`src/hdl/ske_pkg.sv`:
```
// ske_pkg: shared types and constants of the spir-v kernel entry scanner
// no dependencies; imported by ske_core, ske_fifo and the top level
`default_nettype none

package ske_pkg;

  localparam int unsigned COUNT_WIDTH_DEF = 20;
  localparam int unsigned FIFO_DEPTH      = 4;

  localparam logic [31:0] MAGIC_WORD   = 32'h0723_0203;
  localparam logic [15:0] OP_ENTRY     = 16'd15;
  localparam logic [31:0] MODEL_KERNEL = 32'd6;
  localparam logic [15:0] HALF_MAX     = 16'hFFFF;
  localparam int unsigned HEADER_WORDS = 5;

  typedef enum logic [1:0] {
    KIND_NAME      = 2'd0,
    KIND_OK        = 2'd1,
    KIND_MALFORMED = 2'd2,
    KIND_NOT_SPIRV = 2'd3
  } kind_e;

  typedef enum logic [1:0] {
    ST_SCAN      = 2'd0,
    ST_MALFORMED = 2'd2,
    ST_NOT_SPIRV = 2'd3
  } status_e;

  typedef struct packed {
    kind_e       kind;
    logic [31:0] name_word;
    logic [2:0]  name_bytes;
    logic        name_last;
  } res_t;

  // up to two results per input word, r0 goes out first
  typedef struct packed {
    logic [1:0] cnt;
    res_t       r0;
    res_t       r1;
  } push_t;

endpackage

`default_nettype wire

```
`src/hdl/spirv_kernel_entry_scanner_top.sv`:
```
// spirv_kernel_entry_scanner_top: top level of the spir-v kernel entry scanner
// depends on ske_pkg, ske_core and ske_fifo
//
// usage:
//   cfg channel: cfg_data_i carries the module length in words; it is taken
//   whenever cfg_valid_i is high (cfg_ready_o is always high). write it only
//   while the block is idle.
//   input stream s_axis: one 32-bit module word per beat, lowest-address byte
//   in bits 7:0. words are counted against the module length; after the
//   last word the scan restarts at word 0 of the next module.
//   output stream m_axis: one result per beat. tuser is the kind (name word,
//   done ok, done malformed, not spir-v), tlast marks a kernel name's final
//   word, tdata holds the name bytes and the valid byte count.
// path: a word waits in the input register, is scanned and pushed into a
//   four-entry result queue, and shows on m_axis from the head of the queue.
// throughput: one word per cycle; the scan state is a handful of counters
//   updated by one compare and add per word. a word that ends a module while
//   emitting a name word pushes two results; the queue drains one per cycle.
// reset: rst_ni low clears the module length, the scan state and the queue.
// stall: when m_axis_tready is low the queue fills; the input register then
//   holds its word and s_axis_tready drops until the queue has two free slots.
`default_nettype none

module spirv_kernel_entry_scanner_top
  import ske_pkg::*;
#(
  parameter int unsigned COUNT_WIDTH = COUNT_WIDTH_DEF
) (
  input  wire                   clk_i,
  input  wire                   rst_ni,
  // configuration write channel
  input  wire                   cfg_valid_i,
  output logic                  cfg_ready_o,
  input  wire [COUNT_WIDTH-1:0] cfg_data_i,   // module_words
  // input word stream
  input  wire                   s_axis_tvalid,
  output logic                  s_axis_tready,
  input  wire  [31:0]           s_axis_tdata,  // [31:0] word
  // result stream
  output logic                  m_axis_tvalid,
  input  wire                   m_axis_tready,
  output logic [39:0]           m_axis_tdata,  // [31:0] name_word, [34:32] name_bytes, zero pad
  output logic [1:0]            m_axis_tuser,  // [1:0] kind
  output logic                  m_axis_tlast   // name_last
);

  push_t push;
  logic  space;
  res_t  head;

  assign cfg_ready_o = 1'b1;

  // scan state machine with its input word register
  ske_core #(
    .COUNT_WIDTH(COUNT_WIDTH)
  ) u_core (
    .clk_i       (clk_i),
    .rst_ni      (rst_ni),
    .cfg_valid_i (cfg_valid_i),
    .cfg_data_i  (cfg_data_i),
    .in_valid_i  (s_axis_tvalid),
    .in_ready_o  (s_axis_tready),
    .in_word_i   (s_axis_tdata),
    .space_i     (space),
    .push_o      (push)
  );

  // result queue decouples the scan from output stalls
  ske_fifo u_fifo (
    .clk_i       (clk_i),
    .rst_ni      (rst_ni),
    .push_i      (push),
    .space_o     (space),
    .out_valid_o (m_axis_tvalid),
    .out_ready_i (m_axis_tready),
    .out_data_o  (head)
  );

  assign m_axis_tdata = {5'd0, head.name_bytes, head.name_word};
  assign m_axis_tuser = head.kind;
  assign m_axis_tlast = head.name_last;

endmodule

`default_nettype wire

```
`src/hdl/ske_fifo.sv`:
```
// ske_fifo: small result queue, takes up to two results per cycle, gives one
// depends on ske_pkg (res_t, push_t, FIFO_DEPTH)
`default_nettype none

module ske_fifo
  import ske_pkg::*;
(
  input  wire   clk_i,
  input  wire   rst_ni,
  input  push_t push_i,
  output logic  space_o,
  output logic  out_valid_o,
  input  wire   out_ready_i,
  output res_t  out_data_o
);

  localparam int unsigned PW = $clog2(FIFO_DEPTH);
  localparam int unsigned CW = $clog2(FIFO_DEPTH + 1);

  res_t          mem_q [FIFO_DEPTH];
  logic [PW-1:0] wr_q, wr_d, rd_q, rd_d;
  logic [CW-1:0] cnt_q, cnt_d;
  logic          pop;

  assign pop         = out_valid_o && out_ready_i;
  assign out_valid_o = (cnt_q != '0);
  assign out_data_o  = mem_q[rd_q];
  assign space_o     = (cnt_q <= CW'(FIFO_DEPTH - 2));

  always_comb begin
    wr_d  = wr_q + PW'(push_i.cnt);
    rd_d  = rd_q + PW'(pop);
    cnt_d = cnt_q + CW'(push_i.cnt) - CW'(pop);
  end

  always_ff @(posedge clk_i) begin
    if (push_i.cnt != 2'd0) begin
      mem_q[wr_q] <= push_i.r0;
    end
    if (push_i.cnt == 2'd2) begin
      mem_q[wr_q + PW'(1)] <= push_i.r1;
    end
  end

  always_ff @(posedge clk_i or negedge rst_ni) begin
    if (!rst_ni) begin
      wr_q  <= '0;
      rd_q  <= '0;
      cnt_q <= '0;
    end else begin
      wr_q  <= wr_d;
      rd_q  <= rd_d;
      cnt_q <= cnt_d;
    end
  end

endmodule

`default_nettype wire

```
`src/hdl/ske_core.sv`:
```
// ske_core: input word register, scan state and per-word result generation
// depends on ske_pkg (status_e, kind_e, push_t, scan constants)
`default_nettype none

module ske_core
  import ske_pkg::*;
#(
  parameter int unsigned COUNT_WIDTH = COUNT_WIDTH_DEF
) (
  input  wire                   clk_i,
  input  wire                   rst_ni,
  input  wire                   cfg_valid_i,
  input  wire [COUNT_WIDTH-1:0] cfg_data_i,
  input  wire                   in_valid_i,
  output logic                  in_ready_o,
  input  wire  [31:0]           in_word_i,
  input  wire                   space_i,
  output push_t                 push_o
);

  localparam int unsigned LW = (COUNT_WIDTH > 16) ? COUNT_WIDTH : 16;

  logic [COUNT_WIDTH-1:0] mw_q;
  logic                   vld_q;
  logic [31:0]            word_q;
  logic [COUNT_WIDTH-1:0] pos_q, pos_d;
  logic [15:0]            rem_q, rem_d;
  logic [15:0]            off_q, off_d;
  logic                   kern_q, kern_d;
  logic                   fin_q, fin_d;
  status_e                st_q, st_d;
  status_e                st_upd;

  logic                   fire;
  logic                   last_word;
  logic [15:0]            len;
  logic [COUNT_WIDTH-1:0] avail;
  logic [2:0]             nbytes;
  logic                   zero_found;
  logic [31:0]            masked;
  logic                   emit;
  logic                   name_last;
  res_t                   name_res, stat_res;
  kind_e                  end_kind;

  assign fire       = vld_q && space_i;
  assign in_ready_o = !vld_q || space_i;
  assign len        = word_q[31:16];
  assign avail      = (mw_q > pos_q) ? (mw_q - pos_q) : '0;
  assign last_word  = ({1'b0, pos_q} + 1'b1) >= {1'b0, mw_q};

  // bytes before the first zero byte, later bytes forced to zero
  always_comb begin
    nbytes     = 3'd4;
    zero_found = 1'b0;
    masked     = word_q;
    for (int i = 0; i < 4; i++) begin
      if (!zero_found && word_q[8*i +: 8] == 8'd0) begin
        zero_found = 1'b1;
        nbytes     = 3'(i);
      end
      if (zero_found) begin
        masked[8*i +: 8] = 8'd0;
      end
    end
  end

  always_comb begin
    pos_d  = pos_q;
    rem_d  = rem_q;
    off_d  = off_q;
    kern_d = kern_q;
    fin_d  = fin_q;
    st_d   = st_q;
    emit   = 1'b0;
    if (st_q == ST_SCAN) begin
      if (pos_q == '0) begin
        if (word_q != MAGIC_WORD || mw_q < COUNT_WIDTH'(HEADER_WORDS)) begin
          st_d = ST_NOT_SPIRV;
        end
      end else if (pos_q >= COUNT_WIDTH'(HEADER_WORDS)) begin
        if (rem_q == '0) begin
          if (len == '0 || LW'(len) > LW'(avail)) begin
            st_d = ST_MALFORMED;
          end else begin
            rem_d  = len - 16'd1;
            off_d  = 16'd1;
            kern_d = (word_q[15:0] == OP_ENTRY) && (len >= 16'd4);
            fin_d  = 1'b0;
          end
        end else begin
          if (off_q == 16'd1 && word_q != MODEL_KERNEL) begin
            kern_d = 1'b0;
          end
          if (kern_q && off_q >= 16'd3 && !fin_q) begin
            emit = 1'b1;
            if (zero_found) begin
              fin_d = 1'b1;
            end
          end
          rem_d = rem_q - 16'd1;
          if (off_q != HALF_MAX) begin
            off_d = off_q + 16'd1;
          end
        end
      end
    end
    // status including this word, before the end of module clears it
    st_upd = st_d;
    if (last_word) begin
      pos_d  = '0;
      rem_d  = '0;
      off_d  = '0;
      kern_d = 1'b0;
      fin_d  = 1'b0;
      st_d   = ST_SCAN;
    end else begin
      pos_d = pos_q + 1'b1;
    end
  end

  assign name_last = zero_found || (rem_q == 16'd1);
  assign end_kind  = (mw_q < COUNT_WIDTH'(HEADER_WORDS)) ? KIND_NOT_SPIRV :
                     (st_upd == ST_SCAN) ? KIND_OK : kind_e'(st_upd);

  always_comb begin
    name_res = '{kind: KIND_NAME, name_word: masked, name_bytes: nbytes,
                 name_last: name_last};
    stat_res = '{kind: end_kind, name_word: '0, name_bytes: '0, name_last: 1'b0};
    push_o   = '0;
    if (fire && mw_q != '0) begin
      if (emit && last_word) begin
        push_o.cnt = 2'd2;
        push_o.r0  = name_res;
        push_o.r1  = stat_res;
      end else if (emit) begin
        push_o.cnt = 2'd1;
        push_o.r0  = name_res;
      end else if (last_word) begin
        push_o.cnt = 2'd1;
        push_o.r0  = stat_res;
      end
    end
  end

  always_ff @(posedge clk_i) begin
    if (in_valid_i && in_ready_o) begin
      word_q <= in_word_i;
    end
  end

  always_ff @(posedge clk_i or negedge rst_ni) begin
    if (!rst_ni) begin
      mw_q   <= '0;
      vld_q  <= 1'b0;
      pos_q  <= '0;
      rem_q  <= '0;
      off_q  <= '0;
      kern_q <= 1'b0;
      fin_q  <= 1'b0;
      st_q   <= ST_SCAN;
    end else begin
      if (cfg_valid_i) begin
        mw_q <= cfg_data_i;
      end
      if (in_ready_o) begin
        vld_q <= in_valid_i;
      end
      if (fire && mw_q != '0) begin
        pos_q  <= pos_d;
        rem_q  <= rem_d;
        off_q  <= off_d;
        kern_q <= kern_d;
        fin_q  <= fin_d;
        st_q   <= st_d;
      end
    end
  end

`ifndef ASSERT_OFF
  // a word with two results: the name word first, then the status
  a_two_order: assert property (@(posedge clk_i) disable iff (!rst_ni)
    push_o.cnt == 2'd2 |-> push_o.r0.kind == KIND_NAME && push_o.r1.kind != KIND_NAME)
    else $error("two results out of order");

  // a stopped scan is never at word 0 of a module
  a_stop_pos: assert property (@(posedge clk_i) disable iff (!rst_ni)
    st_q != ST_SCAN |-> pos_q != '0)
    else $error("scan stopped at module start");

  // an open instruction only exists past the header
  a_rem_pos: assert property (@(posedge clk_i) disable iff (!rst_ni)
    rem_q != '0 |-> pos_q > COUNT_WIDTH'(HEADER_WORDS))
    else $error("instruction open inside header");

  // a finished name belongs to a kernel entry
  a_fin_kern: assert property (@(posedge clk_i) disable iff (!rst_ni)
    fin_q |-> kern_q)
    else $error("name finished outside kernel entry");

  // no results are pushed without room in the queue
  a_push_room: assert property (@(posedge clk_i) disable iff (!rst_ni)
    push_o.cnt != 2'd0 |-> space_i && $past(in_ready_o || vld_q))
    else $error("push without queue room");
`endif

endmodule

`default_nettype wire

```
`config.mk`:
```
export PLATFORM = sky130hd
export DESIGN_NAME = spirv_kernel_entry_scanner_top
export DESIGN_NICKNAME = d
export VERILOG_FILES = /design/src/hdl/ske_pkg.sv /design/src/hdl/spirv_kernel_entry_scanner_top.sv /design/src/hdl/ske_fifo.sv /design/src/hdl/ske_core.sv
export SDC_FILE = /design/constraint.sdc
export NUM_CORES = 1
export LEC_CHECK = 0
export BUFFER_PORTS_ARGS = -buffer_cell sky130_fd_sc_hd__buf_2
export CAP_MARGIN = 30
export CORE_MARGIN = 5
export CORE_UTILIZATION = 62
export CTS_BUF_LIST = sky130_fd_sc_hd__clkbuf_16
export DETAILED_ROUTE_END_ITERATION = 10
export GPL_ROUTABILITY_DRIVEN = 0
export PLACE_DENSITY = 0.84
export SYNTH_ARGS = -nofsm -noshare
export SYNTH_HDL_FRONTEND = slang
export SYNTH_HIERARCHICAL = 1
export SYNTH_SLANG_ARGS = --single-unit
```
`constraint.sdc`:
```
create_clock -name clk_i -period 12.6 [get_ports clk_i]
set_clock_uncertainty 0.2 [all_clocks]
set_input_delay 2.52 -clock clk_i [delete_from_list [all_inputs] [get_ports clk_i]]
set_output_delay 2.52 -clock clk_i [all_outputs]
set_load 0.01 [all_outputs]
```
==> summary.txt <==
STA
  • Setup Viol. Count Final: 0
  • WHS: 0.305 ns
  • Hold Vio Cnt, Final: 0
  • Final min period: 7.04 ns
  • Slew Limit Fails: 0
  • Setup TNS: 0 ns
  • Max frequency: roughly 140 MHz
  • Least-Margin Pin Slew: around 1.1 ns
  • Final period util: 0.559
  • Rel. slew slack: 0.281
  • RSZ-0062 raised after global routing: no

Setup path
  • Most used cell, CP: nand3_1
  • Critical Path Slowest Stage Cell: nor4b_4
  • Max FO, Critical Path: 29
  • Critical path type: register to register
  • Kind of start point of the critical path: register
  • Worst path max stage delay: 0.85 ns
  • CP endpoint kind: register
  • Cell-by-cell trace of the critical path: nand3_1, nor3_1, nand3_1, nor2_1, nand3_1, nor3_1, and3_1, xnor2_1, ha_1, nand3_1, a2111oi_0, a21oi_2, inv_1, buf_4, ha_1, and2_1, nor4b_4, buf_4, mux2_2
  • CP required: 12.71 ns
  • WP data arrival: 7.15 ns

Synth
  • Avg Inst Size Synth: 11.4 µm²
  • Synthesis warning total: 6
  • Asr flop ratio synth: 0.313
  • Post-synth EDFFs: 184
  • Synthesized flop and latch total: 268
  • Sequential area share after synthesis: 0.465
  • Top FF cell, synth: edfxtp_1
  • Synth Cell Area: around 16000 µm²
  • Synthesized instance count: 1437
  • Library cells used by synthesis: 78

Final layout
  • Most frequent cells in the layout: edfxtp_1 (184), nand2_1 (121), buf_2 (96)
  • Post-layout net count: 1647
  • Commonest non-fill, non-tap cell in the layout: edfxtp_1
  • N_diodes: 0
  • Layout cell share with drive strength beyond 1: 0.215
  • Area growth from synthesis to layout: 9.19%
  • Fillers: between 1500 and 2000

Die
  • FP Rows: 59
  • I/O pin cnt: about 100
  • Die Ht: 173 µm
  • Core Region: 26100 µm²
  • Die width: 173 µm
  • DIE AREA: 29800 µm²
  • Initial cell density of the core: 0.630

Place
  • Final HPWL DP: 27600 µm
  • I/O Buffers: 96

Clock network
  • Post-CTS Setup Repair Bufs: 0
  • CTS tree: built
  • CTS sink count: 268
  • Root Driver: clkbuf_16
  • H-tree levels: 1
  • PostCTS Resize Cnt: 0
  • Clk_lat worst skew: 0.57 ns
  • Hold Buf Count CTS: 0
  • Cts bufs inserted: 28
  • Worst-path clk slew: 0.07 ns
  • Clk buf depth: 3

Global route
  • Vias in the first global route: 11900
  • Global-route wire length before repair: roughly 65000 µm
  • GRT Total Usage: 0.265
  • Grt ovf: 0
  • Antenna violations before repair: 1
  • Largest net degree at the start of global routing: 49

Routing
  • DR DRC count: 0
  • WL final: 40600 µm
  • Drt pass-1 iters: 6
  • Routed Antenna Nets: 0
  • WL/cell: 21.7 µm
  • Initial DRC count: 1233
  • Vias post-DR: approximately 12000
  • Vias per Instance: between 6 and 7

Outcome
  • Outcome: finished, final reports clean

Pwr
  • Maximum VDD drop: approximately 0.00016 V
  • Power density cells: 144 nW/µm²
  • Total design power: 0.00258 W
  • P_leak: between 7 and 8 nW

Min path
  • Worst hold path class: register to register

Flow run
  • Max Cap Violations: 0
flip-flops by register name (all words and copies together), names as in the netlist:
register	flops
u_core/st_q	2
u_fifo/wr_q	2
u_core/mw_q	20
u_core/kern_q	1
u_fifo/rd_q	2
u_core/pos_q	20
u_fifo/mem_q	152
u_core/fin_q	1
u_core/vld_q	1
u_core/off_q	16
u_fifo/cnt_q	3
u_core/rem_q	16
u_core/word_q	32
final cells by class:
type	instances	area, µm²	area share
multi-input cells	1035	8100	0.452
flip-flops and latches	268	7630	0.426
clock buffers	28	701	0.0391
repair buffers	117	676	0.0377
well taps	335	419	0.0234
inverters	66	248	0.0138
clock inverters	24	151	0.00845
stage by stage:
stage / cell area [µm²] / instances / utilization / setup slack, ns
global placement: 17000 / 1817 / 0.653 / 5.76
floorplan: 16600 / 1476 / - / 2.92
finish: 17900 / 1873 / 0.688 / 5.56
global route: 17900 / 1873 / 0.688 / 5.20
detailed placement: 17000 / 1820 / 0.654 / 5.73
CTS: 17900 / 1872 / 0.687 / 5.73
worst paths after layout:
kind                                 start                  to  slack, ns  cells after the start
min in group asynchronous           rst_ni    u_core/off_q[13]       1.73                      1
setup / recovery           u_core/pos_q[0]  u_fifo/mem_q[1][8]       5.56                     19
setup reg to reg           u_core/pos_q[0]  u_fifo/mem_q[1][8]       5.56                     19
max in group asynchronous           rst_ni    u_core/pos_q[19]       9.50                      2
hold / removal                u_core/fin_q        u_core/fin_q       0.30                      1
hold reg to reg               u_core/fin_q        u_core/fin_q       0.30                      1
layer usage:
layer  up-vias  routed length [µm]  track usage
met1      5829               15800        0.356
met4         2                1500       0.0802
met3       121                3390       0.0419
li1       5470                   -            -
met5         -                  13            0
met2       624               19900        0.448
where the power goes:
| part | total [W] | internal, W | switching, W |
|---|---|---|---|
| Sequential | 0.00106 | 0.000990 | 0.0000723 |
| Clock | 0.000771 | 0.000424 | 0.000347 |
| Combinational | 0.000748 | 0.000299 | 0.000449 |
critical path: cells and delay by family (launching register included):
| kind | cells | cell delay [ns] |
|---|---|---|
| AND/OR/NAND/NOR | 10 | 3.16 |
| flip-flops | 1 | 0.47 |
| XOR/XNOR | 1 | 0.09 |
| adder cells (fa/ha/maj) | 2 | 0.61 |
| multiplexers | 1 | 0.41 |
| AO/OA/AOI/OAI | 2 | 0.88 |
| buffers and inverters | 3 | 0.92 |
cells by family (layout without fill, tap and decap cells):
kind of cell | count (synthesis) | count (layout) | synth area share
AOI/OAI and AO/OA | 250 | 250 | 0.0968
xor gates and xnor gates | 51 | 51 | 0.0272
adders and majority gates | 74 | 74 | 0.0573
buffers and inverters | 173 | 235 | 0.0542
DFF | 268 | 268 | 0.465
muxes | 203 | 203 | 0.169
other | 3 | 42 | 0.000686
and+or+nand+nor | 415 | 415 | 0.130
cells in the mapped netlist (6+ instances only):
library cell	count	area share
clkbuf_1	33	0.0075
or3_1	7	0.0027
mux2_4	20	0.018
buf_4	47	0.021
and2_1	19	0.0072
nor2b_1	8	0.0030
a31oi_1	12	0.0046
buf_2	15	0.0046
mux2_2	94	0.064
dfrtp_1	84	0.13
edfxtp_1	184	0.34
nand4_1	24	0.0091
o21ai_0	87	0.027
o21a_1	6	0.0027
a211o_1	7	0.0037
and3_1	36	0.014
ha_1	72	0.055
nand2b_1	16	0.0061
o211ai_1	8	0.0037
mux4_2	38	0.052
o22ai_1	7	0.0027
nor2_1	63	0.014
xnor2_1	35	0.019
nand2_1	121	0.028
nor4_1	20	0.0076
buf_6	6	0.0041
o31ai_1	7	0.0032
mux2i_1	13	0.0079
or4_1	9	0.0041
a21oi_1	52	0.016
mux2_1	38	0.026
a21o_1	10	0.0046
inv_1	66	0.015
xor2_1	16	0.0085
nor3_1	32	0.0098
nand3_1	36	0.011
buf_1	6	0.0014
(Power assumes the default switching activity.)
